`src/rtl/core/bps_pkg.sv`:
```
`timescale 1ns / 1ps
// ----------------------------------------------------------------------------
// bps_pkg
// Shared types, widths and constants of the byte pattern search core.
// ----------------------------------------------------------------------------
package bps_pkg;

    localparam int PATTERN_MAX = 128;
    localparam int IDX_W       = $clog2(PATTERN_MAX);
    localparam int LEN_W       = $clog2(PATTERN_MAX + 1);

    localparam int OP_W        = 2;
    localparam int SLOT_W      = 7;
    localparam int BYTE_W      = 8;
    localparam int ADDR_W      = 32;
    localparam int PLEN_W      = 8;
    localparam int MAXM_W      = 16;

    localparam int CMP_W       = ((LEN_W > SLOT_W) ? LEN_W : SLOT_W) + 1;

    localparam int GROUP_W     = 8;
    localparam int NGROUPS     = (PATTERN_MAX + GROUP_W - 1) / GROUP_W;

    localparam int IN_TDATA_W  = ((SLOT_W + BYTE_W + ADDR_W + 7) / 8) * 8;
    localparam int OUT_TDATA_W = ((ADDR_W + 7) / 8) * 8;

    localparam int CFG_IDX_W   = 2;
    localparam int CFG_DATA_W  = MAXM_W;

    // queue depth must be a power of two: pointers wrap naturally
    localparam int Q_DEPTH     = 4;
    localparam int Q_PTR_W     = $clog2(Q_DEPTH);
    localparam int Q_CNT_W     = $clog2(Q_DEPTH + 1);

    localparam logic [OP_W-1:0] OP_LOAD  = OP_W'(0);
    localparam logic [OP_W-1:0] OP_START = OP_W'(1);
    localparam logic [OP_W-1:0] OP_DATA  = OP_W'(2);

    localparam logic [CFG_IDX_W-1:0] CFG_PATTERN_LENGTH = CFG_IDX_W'(0);
    localparam logic [CFG_IDX_W-1:0] CFG_MAX_MATCHES    = CFG_IDX_W'(1);

    localparam logic [PLEN_W-1:0] PLEN_RESET = PLEN_W'(1);
    localparam logic [MAXM_W-1:0] MAXM_RESET = MAXM_W'(20);

    typedef enum logic [1:0] {
        KIND_LOAD,
        KIND_START,
        KIND_DATA
    } kind_t;

    typedef enum logic {
        BK_RUN,
        BK_SWEEP
    } back_state_t;

    typedef struct packed {
        kind_t               kind;
        logic                load_ok;
        logic [SLOT_W-1:0]   slot;
        logic [BYTE_W-1:0]   value;
        logic [ADDR_W-1:0]   addr;
    } cmd_t;

    // pattern length as used: zero acts as one, large values clip
    function automatic logic [LEN_W-1:0] eff_len(input logic [PLEN_W-1:0] v);
        int unsigned x;
        x = int'(v);
        if (x == 0)
        begin
            x = 1;
        end
        else if (x > PATTERN_MAX)
        begin
            x = PATTERN_MAX;
        end
        return LEN_W'(x);
    endfunction

endpackage

```
`src/rtl/core/bps_ram.sv`:
```
`timescale 1ns / 1ps
// ----------------------------------------------------------------------------
// bps_ram
// Generic single-write, single-read RAM with registered read data.
// ----------------------------------------------------------------------------
module bps_ram #(
    parameter int WIDTH = 8,
    parameter int DEPTH = 128
) (
    input  logic                     clk,
    input  logic                     we,
    input  logic [$clog2(DEPTH)-1:0] waddr,
    input  logic [WIDTH-1:0]         wdata,
    input  logic [$clog2(DEPTH)-1:0] raddr,
    output logic [WIDTH-1:0]         rdata
);

    logic [WIDTH-1:0] mem [DEPTH];

    always_ff @(posedge clk)
    begin
        if (we)
        begin
            mem[waddr] <= wdata;
        end
        rdata <= mem[raddr];
    end

endmodule

```
`src/rtl/core/bps_front.sv`:
```
`timescale 1ns / 1ps
// ----------------------------------------------------------------------------
// bps_front
// Input side: accepts items, decodes the operation and range-checks loads.
// ----------------------------------------------------------------------------
module bps_front (
    input  logic                            s_axis_tvalid,
    output logic                            s_axis_tready,
    input  logic [bps_pkg::IN_TDATA_W-1:0]  s_axis_tdata,
    input  logic [bps_pkg::OP_W-1:0]        s_axis_tuser,
    input  logic                            q_full,
    output logic                            push,
    output bps_pkg::cmd_t                   cmd
);
    import bps_pkg::*;

    logic known;

    always_comb
    begin
        cmd.slot  = s_axis_tdata[SLOT_W-1:0];
        cmd.value = s_axis_tdata[SLOT_W +: BYTE_W];
        cmd.addr  = s_axis_tdata[SLOT_W + BYTE_W +: ADDR_W];
        cmd.load_ok = CMP_W'(s_axis_tdata[SLOT_W-1:0]) < CMP_W'(PATTERN_MAX);
        known    = 1'b1;
        case (s_axis_tuser)
            OP_LOAD:  cmd.kind = KIND_LOAD;
            OP_START: cmd.kind = KIND_START;
            OP_DATA:  cmd.kind = KIND_DATA;
            default:
            begin
                // unused code: taken and dropped
                cmd.kind = KIND_DATA;
                known    = 1'b0;
            end
        endcase
    end

    assign s_axis_tready = !q_full;
    assign push          = s_axis_tvalid && !q_full && known;

endmodule

```
`src/rtl/core/bps_queue.sv`:
```
`timescale 1ns / 1ps
// ----------------------------------------------------------------------------
// bps_queue
// Short FIFO of decoded items between the input side and the search engine.
// ----------------------------------------------------------------------------
module bps_queue (
    input  logic          clk,
    input  logic          rst_n,
    input  logic          push,
    input  bps_pkg::cmd_t cmd_in,
    input  logic          pop,
    output bps_pkg::cmd_t cmd_out,
    output logic          empty,
    output logic          full
);
    import bps_pkg::*;

    cmd_t                 slot_reg [Q_DEPTH];
    logic [Q_PTR_W-1:0]   wr_ptr_reg, wr_ptr_next;
    logic [Q_PTR_W-1:0]   rd_ptr_reg, rd_ptr_next;
    logic [Q_CNT_W-1:0]   count_reg, count_next;
    logic                 do_push, do_pop;

    assign empty   = (count_reg == Q_CNT_W'(0));
    assign full    = (count_reg == Q_CNT_W'(Q_DEPTH));
    assign do_push = push && !full;
    assign do_pop  = pop && !empty;
    assign cmd_out = slot_reg[rd_ptr_reg];

    always_comb
    begin
        wr_ptr_next = do_push ? wr_ptr_reg + Q_PTR_W'(1) : wr_ptr_reg;
        rd_ptr_next = do_pop  ? rd_ptr_reg + Q_PTR_W'(1) : rd_ptr_reg;
        count_next  = count_reg;
        if (do_push && !do_pop)
        begin
            count_next = count_reg + Q_CNT_W'(1);
        end
        else if (do_pop && !do_push)
        begin
            count_next = count_reg - Q_CNT_W'(1);
        end
    end

    always_ff @(posedge clk or negedge rst_n)
    begin
        if (!rst_n)
        begin
            wr_ptr_reg <= '0;
            rd_ptr_reg <= '0;
            count_reg  <= '0;
        end
        else
        begin
            wr_ptr_reg <= wr_ptr_next;
            rd_ptr_reg <= rd_ptr_next;
            count_reg  <= count_next;
        end
    end

    always_ff @(posedge clk)
    begin
        if (do_push)
        begin
            slot_reg[wr_ptr_reg] <= cmd_in;
        end
    end

endmodule

```
`src/rtl/core/bps_back.sv`:
```
`timescale 1ns / 1ps
// ----------------------------------------------------------------------------
// bps_back
// Search engine: pattern store, sliding window, grouped compare, match
// counting and output register. The pattern is held reversed against the
// window, so lane i compares window byte i with pattern byte len-1-i.
// ----------------------------------------------------------------------------
module bps_back (
    input  logic                            clk,
    input  logic                            rst_n,
    input  logic                            cfg_we,
    input  logic [bps_pkg::CFG_IDX_W-1:0]   cfg_index,
    input  logic [bps_pkg::CFG_DATA_W-1:0]  cfg_data,
    input  logic                            q_empty,
    input  bps_pkg::cmd_t                   q_cmd,
    output logic                            pop,
    output logic                            m_axis_tvalid,
    input  logic                            m_axis_tready,
    output logic [bps_pkg::OUT_TDATA_W-1:0] m_axis_tdata
);
    import bps_pkg::*;

    logic [PLEN_W-1:0]   plen_reg;
    logic [MAXM_W-1:0]   maxm_reg;
    logic [LEN_W-1:0]    eff;
    logic [CMP_W-1:0]    eff_x;
    logic                len_wr;

    back_state_t         state_reg, state_next;
    logic                sweeping;
    logic [IDX_W-1:0]    sw_idx_reg;
    logic [IDX_W-1:0]    sw_last;
    logic [IDX_W-1:0]    sw_raddr;
    logic                sw_pend_reg;
    logic [IDX_W-1:0]    sw_pidx_reg;
    logic [BYTE_W-1:0]   ram_rdata;

    logic [BYTE_W-1:0]   pat_reg [PATTERN_MAX];
    logic [BYTE_W-1:0]   win_reg [PATTERN_MAX-1];
    logic [LEN_W-1:0]    seen_reg;
    logic [LEN_W-1:0]    seen_inc;

    logic                en;
    logic                is_load, is_start, is_data;
    logic                ram_we;
    logic                load_hit;
    logic [IDX_W-1:0]    load_idx;
    logic [PATTERN_MAX-1:0] eq;
    logic [NGROUPS-1:0]  grp;

    logic                s1_valid_reg;
    kind_t               s1_kind_reg;
    logic                s1_elig_reg;
    logic [NGROUPS-1:0]  s1_grp_reg;
    logic [ADDR_W-1:0]   s1_addr_reg;

    logic [MAXM_W-1:0]   cnt_reg;
    logic                hit, emit;
    logic                out_valid_reg;
    logic [ADDR_W-1:0]   out_addr_reg;

    // ---------------------------------------------------------------- config
    assign len_wr = cfg_we && (cfg_index == CFG_PATTERN_LENGTH);
    assign eff    = eff_len(plen_reg);
    assign eff_x  = CMP_W'(eff);

    always_ff @(posedge clk or negedge rst_n)
    begin
        if (!rst_n)
        begin
            plen_reg <= PLEN_RESET;
            maxm_reg <= MAXM_RESET;
        end
        else if (cfg_we)
        begin
            if (cfg_index == CFG_PATTERN_LENGTH)
            begin
                plen_reg <= cfg_data[PLEN_W-1:0];
            end
            else if (cfg_index == CFG_MAX_MATCHES)
            begin
                maxm_reg <= cfg_data[MAXM_W-1:0];
            end
        end
    end

    // ------------------------------------------- realignment after len write
    assign sw_last  = IDX_W'(eff_x - CMP_W'(1));
    assign sw_raddr = IDX_W'(eff_x - CMP_W'(1) - CMP_W'(sw_idx_reg));

    always_comb
    begin
        state_next = state_reg;
        case (state_reg)
            BK_RUN:
            begin
                if (len_wr)
                begin
                    state_next = BK_SWEEP;
                end
            end
            BK_SWEEP:
            begin
                if (!len_wr && sw_idx_reg == sw_last)
                begin
                    state_next = BK_RUN;
                end
            end
            default: state_next = BK_RUN;
        endcase
    end

    always_comb
    begin
        case (state_reg)
            BK_SWEEP: sweeping = 1'b1;
            default:  sweeping = 1'b0;
        endcase
    end

    always_ff @(posedge clk or negedge rst_n)
    begin
        if (!rst_n)
        begin
            state_reg   <= BK_RUN;
            sw_idx_reg  <= '0;
            sw_pend_reg <= 1'b0;
        end
        else
        begin
            state_reg   <= state_next;
            sw_pend_reg <= sweeping;
            if (len_wr)
            begin
                sw_idx_reg <= '0;
            end
            else if (sweeping)
            begin
                sw_idx_reg <= sw_idx_reg + IDX_W'(1);
            end
        end
    end

    always_ff @(posedge clk)
    begin
        sw_pidx_reg <= sw_idx_reg;
    end

    // ---------------------------------------------------------- issue stage
    assign en       = !out_valid_reg || m_axis_tready;
    assign pop      = en && !sweeping && !sw_pend_reg && !len_wr && !q_empty;
    assign is_load  = (q_cmd.kind == KIND_LOAD);
    assign is_start = (q_cmd.kind == KIND_START);
    assign is_data  = (q_cmd.kind == KIND_DATA);

    assign ram_we   = pop && is_load && q_cmd.load_ok;
    assign load_hit = ram_we && (CMP_W'(q_cmd.slot) < eff_x);
    assign load_idx = IDX_W'(eff_x - CMP_W'(1) - CMP_W'(q_cmd.slot));

    bps_ram #(
        .WIDTH (BYTE_W),
        .DEPTH (PATTERN_MAX)
    ) u_pattern_ram (
        .clk   (clk),
        .we    (ram_we),
        .waddr (IDX_W'(q_cmd.slot)),
        .wdata (q_cmd.value),
        .raddr (sw_raddr),
        .rdata (ram_rdata)
    );

    assign seen_inc = (seen_reg == LEN_W'(PATTERN_MAX)) ? seen_reg
                                                        : seen_reg + LEN_W'(1);

    always_comb
    begin
        eq[0] = (q_cmd.value == pat_reg[0]);
        for (int i = 1; i < PATTERN_MAX; i++)
        begin
            eq[i] = (win_reg[i-1] == pat_reg[i]) || (CMP_W'(i) >= eff_x);
        end
        for (int g = 0; g < NGROUPS; g++)
        begin
            grp[g] = 1'b1;
            for (int j = 0; j < GROUP_W; j++)
            begin
                if (g * GROUP_W + j < PATTERN_MAX)
                begin
                    grp[g] = grp[g] & eq[g * GROUP_W + j];
                end
            end
        end
    end

    always_ff @(posedge clk or negedge rst_n)
    begin
        if (!rst_n)
        begin
            seen_reg     <= '0;
            s1_valid_reg <= 1'b0;
        end
        else
        begin
            if (pop && is_start)
            begin
                seen_reg <= '0;
            end
            else if (pop && is_data)
            begin
                seen_reg <= seen_inc;
            end
            if (en)
            begin
                s1_valid_reg <= pop;
            end
        end
    end

    always_ff @(posedge clk)
    begin
        if (pop && is_data)
        begin
            win_reg[0] <= q_cmd.value;
            for (int i = 1; i < PATTERN_MAX - 1; i++)
            begin
                win_reg[i] <= win_reg[i-1];
            end
        end
        if (sw_pend_reg)
        begin
            pat_reg[sw_pidx_reg] <= ram_rdata;
        end
        else if (load_hit)
        begin
            pat_reg[load_idx] <= q_cmd.value;
        end
        if (en)
        begin
            s1_kind_reg <= q_cmd.kind;
            s1_elig_reg <= CMP_W'(seen_inc) >= eff_x;
            s1_grp_reg  <= grp;
            s1_addr_reg <= q_cmd.addr - (ADDR_W'(eff) - ADDR_W'(1));
        end
    end

    // ----------------------------------------------------- match and output
    assign hit  = s1_valid_reg && (s1_kind_reg == KIND_DATA) && s1_elig_reg
                  && (&s1_grp_reg);
    assign emit = hit && (cnt_reg < maxm_reg);

    always_ff @(posedge clk or negedge rst_n)
    begin
        if (!rst_n)
        begin
            cnt_reg       <= '0;
            out_valid_reg <= 1'b0;
        end
        else if (en)
        begin
            out_valid_reg <= emit;
            if (s1_valid_reg && s1_kind_reg == KIND_START)
            begin
                cnt_reg <= '0;
            end
            else if (emit)
            begin
                cnt_reg <= cnt_reg + MAXM_W'(1);
            end
        end
    end

    always_ff @(posedge clk)
    begin
        if (en && emit)
        begin
            out_addr_reg <= s1_addr_reg;
        end
    end

    assign m_axis_tvalid = out_valid_reg;
    assign m_axis_tdata  = OUT_TDATA_W'(out_addr_reg);

`ifndef ASSERT_OFF
    assert property (@(posedge clk) disable iff (!rst_n)
        (sweeping || sw_pend_reg) |-> !pop)
        else $error("item issued while pattern realignment in progress");

    assert property (@(posedge clk) disable iff (!rst_n)
        CMP_W'(seen_reg) <= CMP_W'(PATTERN_MAX))
        else $error("bytes seen count beyond saturation");

    assert property (@(posedge clk) disable iff (!rst_n)
        (en && s1_valid_reg && s1_kind_reg == KIND_START) |=> (cnt_reg == '0))
        else $error("start item did not clear the match count");

    assert property (@(posedge clk) disable iff (!rst_n)
        (en && emit) |=> m_axis_tvalid)
        else $error("match result lost on its way to the output");
`endif

endmodule

```
`src/rtl/core/byte_pattern_search_core.sv`:
```
`timescale 1ns / 1ps
// ----------------------------------------------------------------------------
// byte_pattern_search_core
// Streams memory bytes against a loaded byte pattern and reports the start
// address of every full match, up to max_matches per search.
// ----------------------------------------------------------------------------
// One item per clock is sustained while the engine is not paused: items enter
// a four-deep queue and the search engine issues one per cycle, comparing all
// pattern lanes against the window in parallel and settling the match in a
// second stage; a result passes through the second-stage registers and the
// output register on its way to m_axis. The engine pauses only while a result
// waits on m_axis, or during and after each pattern_length write, while the
// pattern is realigned from the pattern RAM one byte per cycle (items are
// still queued meanwhile). s_axis_tuser carries the operation: 0 load pattern
// byte, 1 start search, 2 data byte; code 3 is taken and discarded.
module byte_pattern_search_core (
    input  logic                            clk,
    input  logic                            rst_n,
    input  logic                            cfg_we,
    input  logic [bps_pkg::CFG_IDX_W-1:0]   cfg_index,
    input  logic [bps_pkg::CFG_DATA_W-1:0]  cfg_data,
    input  logic                            s_axis_tvalid,
    output logic                            s_axis_tready,
    // slot [6:0], byte_value [14:7], byte_address [46:15], zero pad above
    input  logic [bps_pkg::IN_TDATA_W-1:0]  s_axis_tdata,
    // operation [1:0]
    input  logic [bps_pkg::OP_W-1:0]        s_axis_tuser,
    output logic                            m_axis_tvalid,
    input  logic                            m_axis_tready,
    // match_address [31:0]
    output logic [bps_pkg::OUT_TDATA_W-1:0] m_axis_tdata
);
    import bps_pkg::*;

    cmd_t front_cmd;
    cmd_t q_cmd;
    logic push;
    logic pop;
    logic q_empty;
    logic q_full;

    bps_front u_front (
        .s_axis_tvalid (s_axis_tvalid),
        .s_axis_tready (s_axis_tready),
        .s_axis_tdata  (s_axis_tdata),
        .s_axis_tuser  (s_axis_tuser),
        .q_full        (q_full),
        .push          (push),
        .cmd           (front_cmd)
    );

    bps_queue u_queue (
        .clk     (clk),
        .rst_n   (rst_n),
        .push    (push),
        .cmd_in  (front_cmd),
        .pop     (pop),
        .cmd_out (q_cmd),
        .empty   (q_empty),
        .full    (q_full)
    );

    bps_back u_back (
        .clk           (clk),
        .rst_n         (rst_n),
        .cfg_we        (cfg_we),
        .cfg_index     (cfg_index),
        .cfg_data      (cfg_data),
        .q_empty       (q_empty),
        .q_cmd         (q_cmd),
        .pop           (pop),
        .m_axis_tvalid (m_axis_tvalid),
        .m_axis_tready (m_axis_tready),
        .m_axis_tdata  (m_axis_tdata)
    );

endmodule

```
`config.mk`:
```
export PLATFORM = sky130hd
export DESIGN_NAME = byte_pattern_search_core
export DESIGN_NICKNAME = d
export VERILOG_FILES = /design/src/rtl/core/bps_pkg.sv /design/src/rtl/core/bps_ram.sv /design/src/rtl/core/bps_front.sv /design/src/rtl/core/bps_queue.sv /design/src/rtl/core/bps_back.sv /design/src/rtl/core/byte_pattern_search_core.sv
export SDC_FILE = /design/constraint.sdc
export NUM_CORES = 2
export LEC_CHECK = 0
export ABC_CLOCK_PERIOD_IN_PS = 54600
export BUFFER_PORTS_ARGS = -buffer_cell sky130_fd_sc_hd__buf_4
export CORE_UTILIZATION = 60
export DETAILED_ROUTE_END_ITERATION = 7
export PLACE_DENSITY = 0.76
export SLEW_MARGIN = 25
export SYNTH_ARGS = -nofsm -noshare
export SYNTH_HDL_FRONTEND = slang
export SYNTH_SLANG_ARGS = --single-unit
```
`constraint.sdc`:
```
create_clock -name clk -period 54.6 [get_ports clk]
set_clock_uncertainty 0.05 [all_clocks]
set_input_delay 5.46 -clock clk [delete_from_list [all_inputs] [get_ports clk]]
set_output_delay 5.46 -clock clk [all_outputs]
set_load 0.005 [all_outputs]
```
* Word-level counts from Yosys, hierarchy flattened
Memory sizes are Yosys's and may differ from the RTL's. A register that Yosys moved wholly into a read port is not among the register bits.
Cells that the tools add are included.
W data, S select, Z words.
** Word-level totals
- Bits of input ports :: 73
- Latch bits :: 0
- Register bits after elaboration :: 156
- Bits in read-only memories :: 0
- Word-level logic and storage cells :: 622
- Memories kept :: 4
- Output and inout port bits :: 34
- Bits in writable memories :: 3260
** Memories
- u_back.pat_reg :: words 128, bits a word 8, rd ports 128, clocked after Yosys merged registers in 0, wr ports 1, RTL line bps_back.sv:38 : logic [BYTE_W-1:0] pat_reg [PATTERN_MAX];
- u_back.u_pattern_ram.mem :: words 128, bits a word 8, rd ports 1, clocked after Yosys merged registers in 1, wr ports 1, RTL line bps_ram.sv:18 : logic [WIDTH-1:0] mem [DEPTH];
- u_back.win_reg :: words 127, bits a word 8, rd ports 127, clocked after Yosys merged registers in 0, wr ports 127, RTL line bps_back.sv:39 : logic [BYTE_W-1:0] win_reg [PATTERN_MAX-1];
- u_queue.slot_reg :: words 4, bits a word 49, rd ports 1, clocked after Yosys merged registers in 0, wr ports 1, RTL line bps_queue.sv:18 : cmd_t slot_reg [Q_DEPTH];
** Operators by class
- Order comparisons :: 131
- Reduce and logical (&&, ||, !) cells :: 174
- $add $sub $neg :: 12
- Mux-type cells :: 31
- Shift-type cells :: 0
- Bitwise operators :: 114
- Multipliers :: 0
- Eq/ne operators :: 138
- Div/mod/pow operators :: 0
** Operator list (number)
- $eq A8 B8 Y1 :: 128
- $ge A7 B8 Y1 const A :: 64
- $ge A6 B8 Y1 const A :: 32
- $ge A5 B8 Y1 const A :: 16
- $logic_or A1 B1 Y1 :: 128
- $and A1 B1 Y1 :: 112
- $ge A4 B8 Y1 const A :: 8
- $mux W8 :: 6
- $ge A3 B8 Y1 const A :: 4
- $mux W16 :: 2
- $sub A32 B32 Y32 :: 1
- $logic_and A1 B1 Y1 :: 22
- $mux W7 :: 3
- $add A16 B1 Y16 const B :: 1
- $ge A2 B8 Y1 const A :: 2
- $lt A16 B16 Y1 :: 1
- $mux W1 :: 16
- $reduce_and A16 Y1 :: 1
- $sub A7 B7 Y7 :: 2
- $sub A8 B1 Y9 const B :: 1
- $add A8 B1 Y8 const B :: 1
- $eq A2 B1 Y1 const B :: 4
- $eq A8 B8 Y1 const B :: 1
- $ge A1 B8 Y1 const A :: 1
- other kinds (25) :: 43

* Logic depth before layout (Yosys ltp)
- Depth after elaboration :: 14
- Mapped depth :: 22
- Mapped depth without buffers :: 19

* Cells and area by module
From an unflattened synthesis, not the netlist that was laid out.
** Second synthesis, totals
- Cells, all modules :: 6617
- Area total of the unflattened synthesis :: 130804.2 sq um
** Modules (own cells, without submodules)
- bps_back :: area each 83043.4 sq um, seq. area each 65371.4 sq um, cells each 4630, times used 1
- bps_ram :: area each 39665.5 sq um, seq. area each 30909.6 sq um, cells each 1635, times used 1
- bps_queue :: area each 7704.9 sq um, seq. area each 6180.9 sq um, cells each 298, times used 1
- bps_front :: area each 390.4 sq um, seq. area each 0.0 sq um, cells each 54, times used 1

* Least setup slack after synthesis
No wires, ideal clock.
- Kind :: input-to-reg
- Start point :: in m_axis_tready
- End point :: reg u_back.seen_reg[1]
- Arrival :: 27.806 ns
- Path buffers :: 0
- Stages :: 8
- Path slack :: 26.599 ns
- Setup time :: 0.145 ns
- Cell sequence :: nor2b_4 > or3_4 > nor3_4 > inv_2 > nor2_1 > nand2_1 > inv_1 > a22o_1
** Between the ends
- Word-level cells in the longest chain between the ends :: 7
** Ends and longest elaborated chain
- start, declared :: RTL line byte_pattern_search_core.sv:29 : input logic m_axis_tready,
- $logic_or A1 B1 Y1 * :: RTL line bps_back.sv:150 : assign en = !out_valid_reg || m_axis_tready;
- $logic_and A1 B1 Y1 * (4 in a row) :: RTL line bps_back.sv:151 : assign pop = en && !sweeping && !sw_pend_reg && !len_wr && !q_empty;
- $logic_and A1 B1 Y1, on equally long branches :: RTL line bps_back.sv:204, bps_back.sv:208
- $mux W8 / $reduce_bool A2 Y1 (equally long branches)
- end signal, assigned :: RTL line bps_back.sv:210 : seen_reg <= seen_inc;
- end, declared :: RTL line bps_back.sv:40 : logic [LEN_W-1:0] seen_reg;
Every way passes the cells marked *; elsewhere a longest branch is shown, timed or not.
A chain may end at the register's enable or synchronous reset.

==> metrics.md <==
| Metric | Value |
|---|---|
| Worst-Skew Late Latency | `0.95 ns` |
| Max Slew Vio Count | `0` |
| Commonest cells post-synth | `edfxtp_1 (3343), xnor2_1 (635), xor2_1 (455)` |
| Period utilization | `19.2%` |
| Hold slack | `0.369 ns` |
| Detail Route Antenna Nets | `0` |
| Die area | `219000 um^2` |
| DRC errors left | `0` |
| Count of final setup violators | `0` |
| CP required | `55.09 ns` |
| GRT overflow | `0` |
| I/O Pins | `107` |
| DP HPWL | `170000 um` |
| Total GRT Usage | `27.0%` |
| Pin count of the biggest net entering global routing | `185` |
| Layout area overhead | `11.9%` |
| Clock-pin slew on the worst setup and hold paths | `0.07 ns` |
| Post-Syn Area | `130000 um^2` |
| Final cell count without fillers | `10.2k` |
| Total CTS buffers | `343` |
| Crit-path cells | `buf_4, nor2b_4, buf_4, or3_4, nor3_4, inv_2, nor2_1, nand2_1, inv_8, buf_4, buf_4, buf_4, buf_6` |
| CTS tree | `yes` |
| CTS H-tree lvls | `5` |
| PostCTS Resize Cnt | `0` |
| Initial DRC Count | `7559` |
| Slowest cell on the critical path | `buf_4` |
| RSZ-0062 raised after global routing | `no` |
| Initial antenna violation count | `12` |
| Library cells used by synthesis | `85` |
| Post-CTS Setup Repair Bufs | `0` |
| Setup TNS | `0 ns` |
| Top FF cell, synth | `edfxtp_1` |
| Fmax | `95.6 MHz` |
| Overall die width | `468 um` |
| Final Hold Vio Count | `0` |
| Post-route setup slack | `44.14 ns` |
| Leakage | `43.9 nW` |
| Final instance area | `146000 um^2` |
| Initial core utilization | `60.5%` |
| Root buffer cell | `clkbuf_16` |
| Min Tclk post-route | `10.46 ns` |
| WS Path Type | `in2reg` |
| Top delay family on crit path | `buffers and inverters` |
| FF+latch count, synth | `3424` |
| Wire length per cell | `28.9 um` |
| Global-route wire length before repair | `427000 um` |
| Synth warn | `0` |
| Worst Tran Pin Value | `1.13 ns` |
| Yosys top cell by area | `edfxtp_1` |
| Final Util | `67.8%` |
| First drt pass iteration count | `6` |
| Core Region | `215000 um^2` |
| CP max stage delay | `0.91 ns` |
| Vias in the first global route | `64.7k` |
| Routability cong. | `0.866` |
| Startpoint types | `input pin` |
| Num rows | `170` |
| Dpl ws | `42.92 ns` |
| Worst hold path type | `reg2reg` |
| Arr. time, crit path | `10.95 ns` |
| CTS sink count | `3424` |
| Pwr Density | `51.1 nW/um^2` |
| Critical path peak fanout | `121` |
| I/O Buffers | `105` |
| Cell count after placement | `9555` |
| Syn_area_per_cell | `19.5 um^2` |
| Status | `finished clean` |
| Synth Instances | `6662` |
| Clk buf depth | `4` |
| Crit end category | `register` |
| Yosys top cell area share | `77.1%` |
| Sequential area share after synthesis | `78.6%` |
| Worst relative slew slack | `24.9%` |
| Post-CTS Hold Buffers | `0` |
| DP Area | `135000 um^2` |
| DRT Wirelength | `294000 um` |
| Total Power | `7.45 mW` |
| Layout cells sized above 1 | `15.5%` |
| Most frequent CP cell | `buf_4` |
| Max_cap viols | `0` |
| Final net count | `7228` |
| Vias | `63.9k` |
| Die Ht | `468 um` |
| Vias per inst | `6.28` |
| Buf+Inv Stages, Crit Path | `8` |
| Most frequent cell after synthesis | `edfxtp_1` |
| FFs w/ async S/R, synth | `1.93%` |
| Top area cells in the synthesized netlist | `edfxtp_1 (77%), mux4_2 (6.4%), xnor2_1 (4.3%), xor2_1 (3.1%), dfrtp_1 (1.2%)` |
| Number of enable flip-flop cells after synthesis | `3343` |
| Mapped Nets | `6826` |
| Max IR drop VDD | `97.9 uV` |
[where the power goes]
| part | internal (mW) | total [mW] | switching (mW) |
|---|---|---|---|
| Combinational | 0.692 | 1.93 | 1.24 |
| Sequential | 3.22 | 3.26 | 0.0414 |
| Clock | 1.31 | 2.27 | 0.960 |
[cell families after synthesis]
family,Yosys count,synth area share (%)
buffers and inverters,213,0.668
adders and majority gates,92,0.905
DFF,3424,78.6
muxes,408,6.72
xor gates and xnor gates,1090,7.33
and+or+nand+nor,1108,4.12
AOI/OAI and AO/OA,326,1.64
other,1,0.00288
[worst paths after layout]
| path | start | to | slack (ns) | cells past startpoint |
|---|---|---|---|---|
| max reg2reg | u_back.plen_reg[3] | u_back.u_pattern_ram.rdata[5] | 47.64 | 16 |
| min reg2reg | u_back.s1_addr_reg[31] | u_back.m_axis_tdata[31] | 0.37 | 0 |
| min in group asynchronous | rst_n | u_back.maxm_reg[9] | 4.61 | 1 |
| max | m_axis_tready | u_back.win_reg[7][92] | 44.14 | 13 |
| max in group asynchronous | rst_n | u_queue.rd_ptr_reg[0] | 49.18 | 1 |
| min | u_back.s1_addr_reg[31] | u_back.m_axis_tdata[31] | 0.37 | 0 |
[layout make-up]
class / instances / area [um^2]
antenna: 12 / 30.0
clock buffer: 415 / 9030
clock inverter: 185 / 1650
fill: 12800 / 69300
inverter: 71 / 274
multi-input combinational: 3025 / 27200
sequential: 3424 / 102000
tap: 2838 / 3550
timing repair buffer: 199 / 1590
[placed cells by master (no fill, tap or decap), types with 17 or more instances in the layout]
cell type	Yosys	layout
edfxtp_1	3343	3343
xnor2_1	635	632
xor2_1	455	454
nor2_1	388	387
mux4_2	369	361
clkbuf_16	0	347
nand2_1	226	222
buf_4	0	190
nand4_1	181	181
nor4_1	118	118
ha_1	87	86
a21oi_1	77	77
o21ai_0	76	73
clkinv_1	1	71
inv_1	69	67
dfrtp_1	63	61
clkinv_2	0	59
clkbuf_1	93	59
nand3_1	56	55
nor3_1	29	29
bufinv_16	0	28
mux2_2	34	26
a21o_1	26	26
nand2b_1	18	17
o22ai_1	17	17
[per-layer routing]
| layer | routed length (um) | vias to the layer above | GRT usage [%] |
|---|---|---|---|
| li1 | - | 26900 | - |
| met4 | 11000 | 10 | 9.58 |
| met2 | 142000 | 3479 | 43.1 |
| met5 | 69 | - | 0 |
| met1 | 112000 | 32900 | 37.5 |
| met3 | 29100 | 609 | 5.41 |
Power figures use the tool's default switching activity.
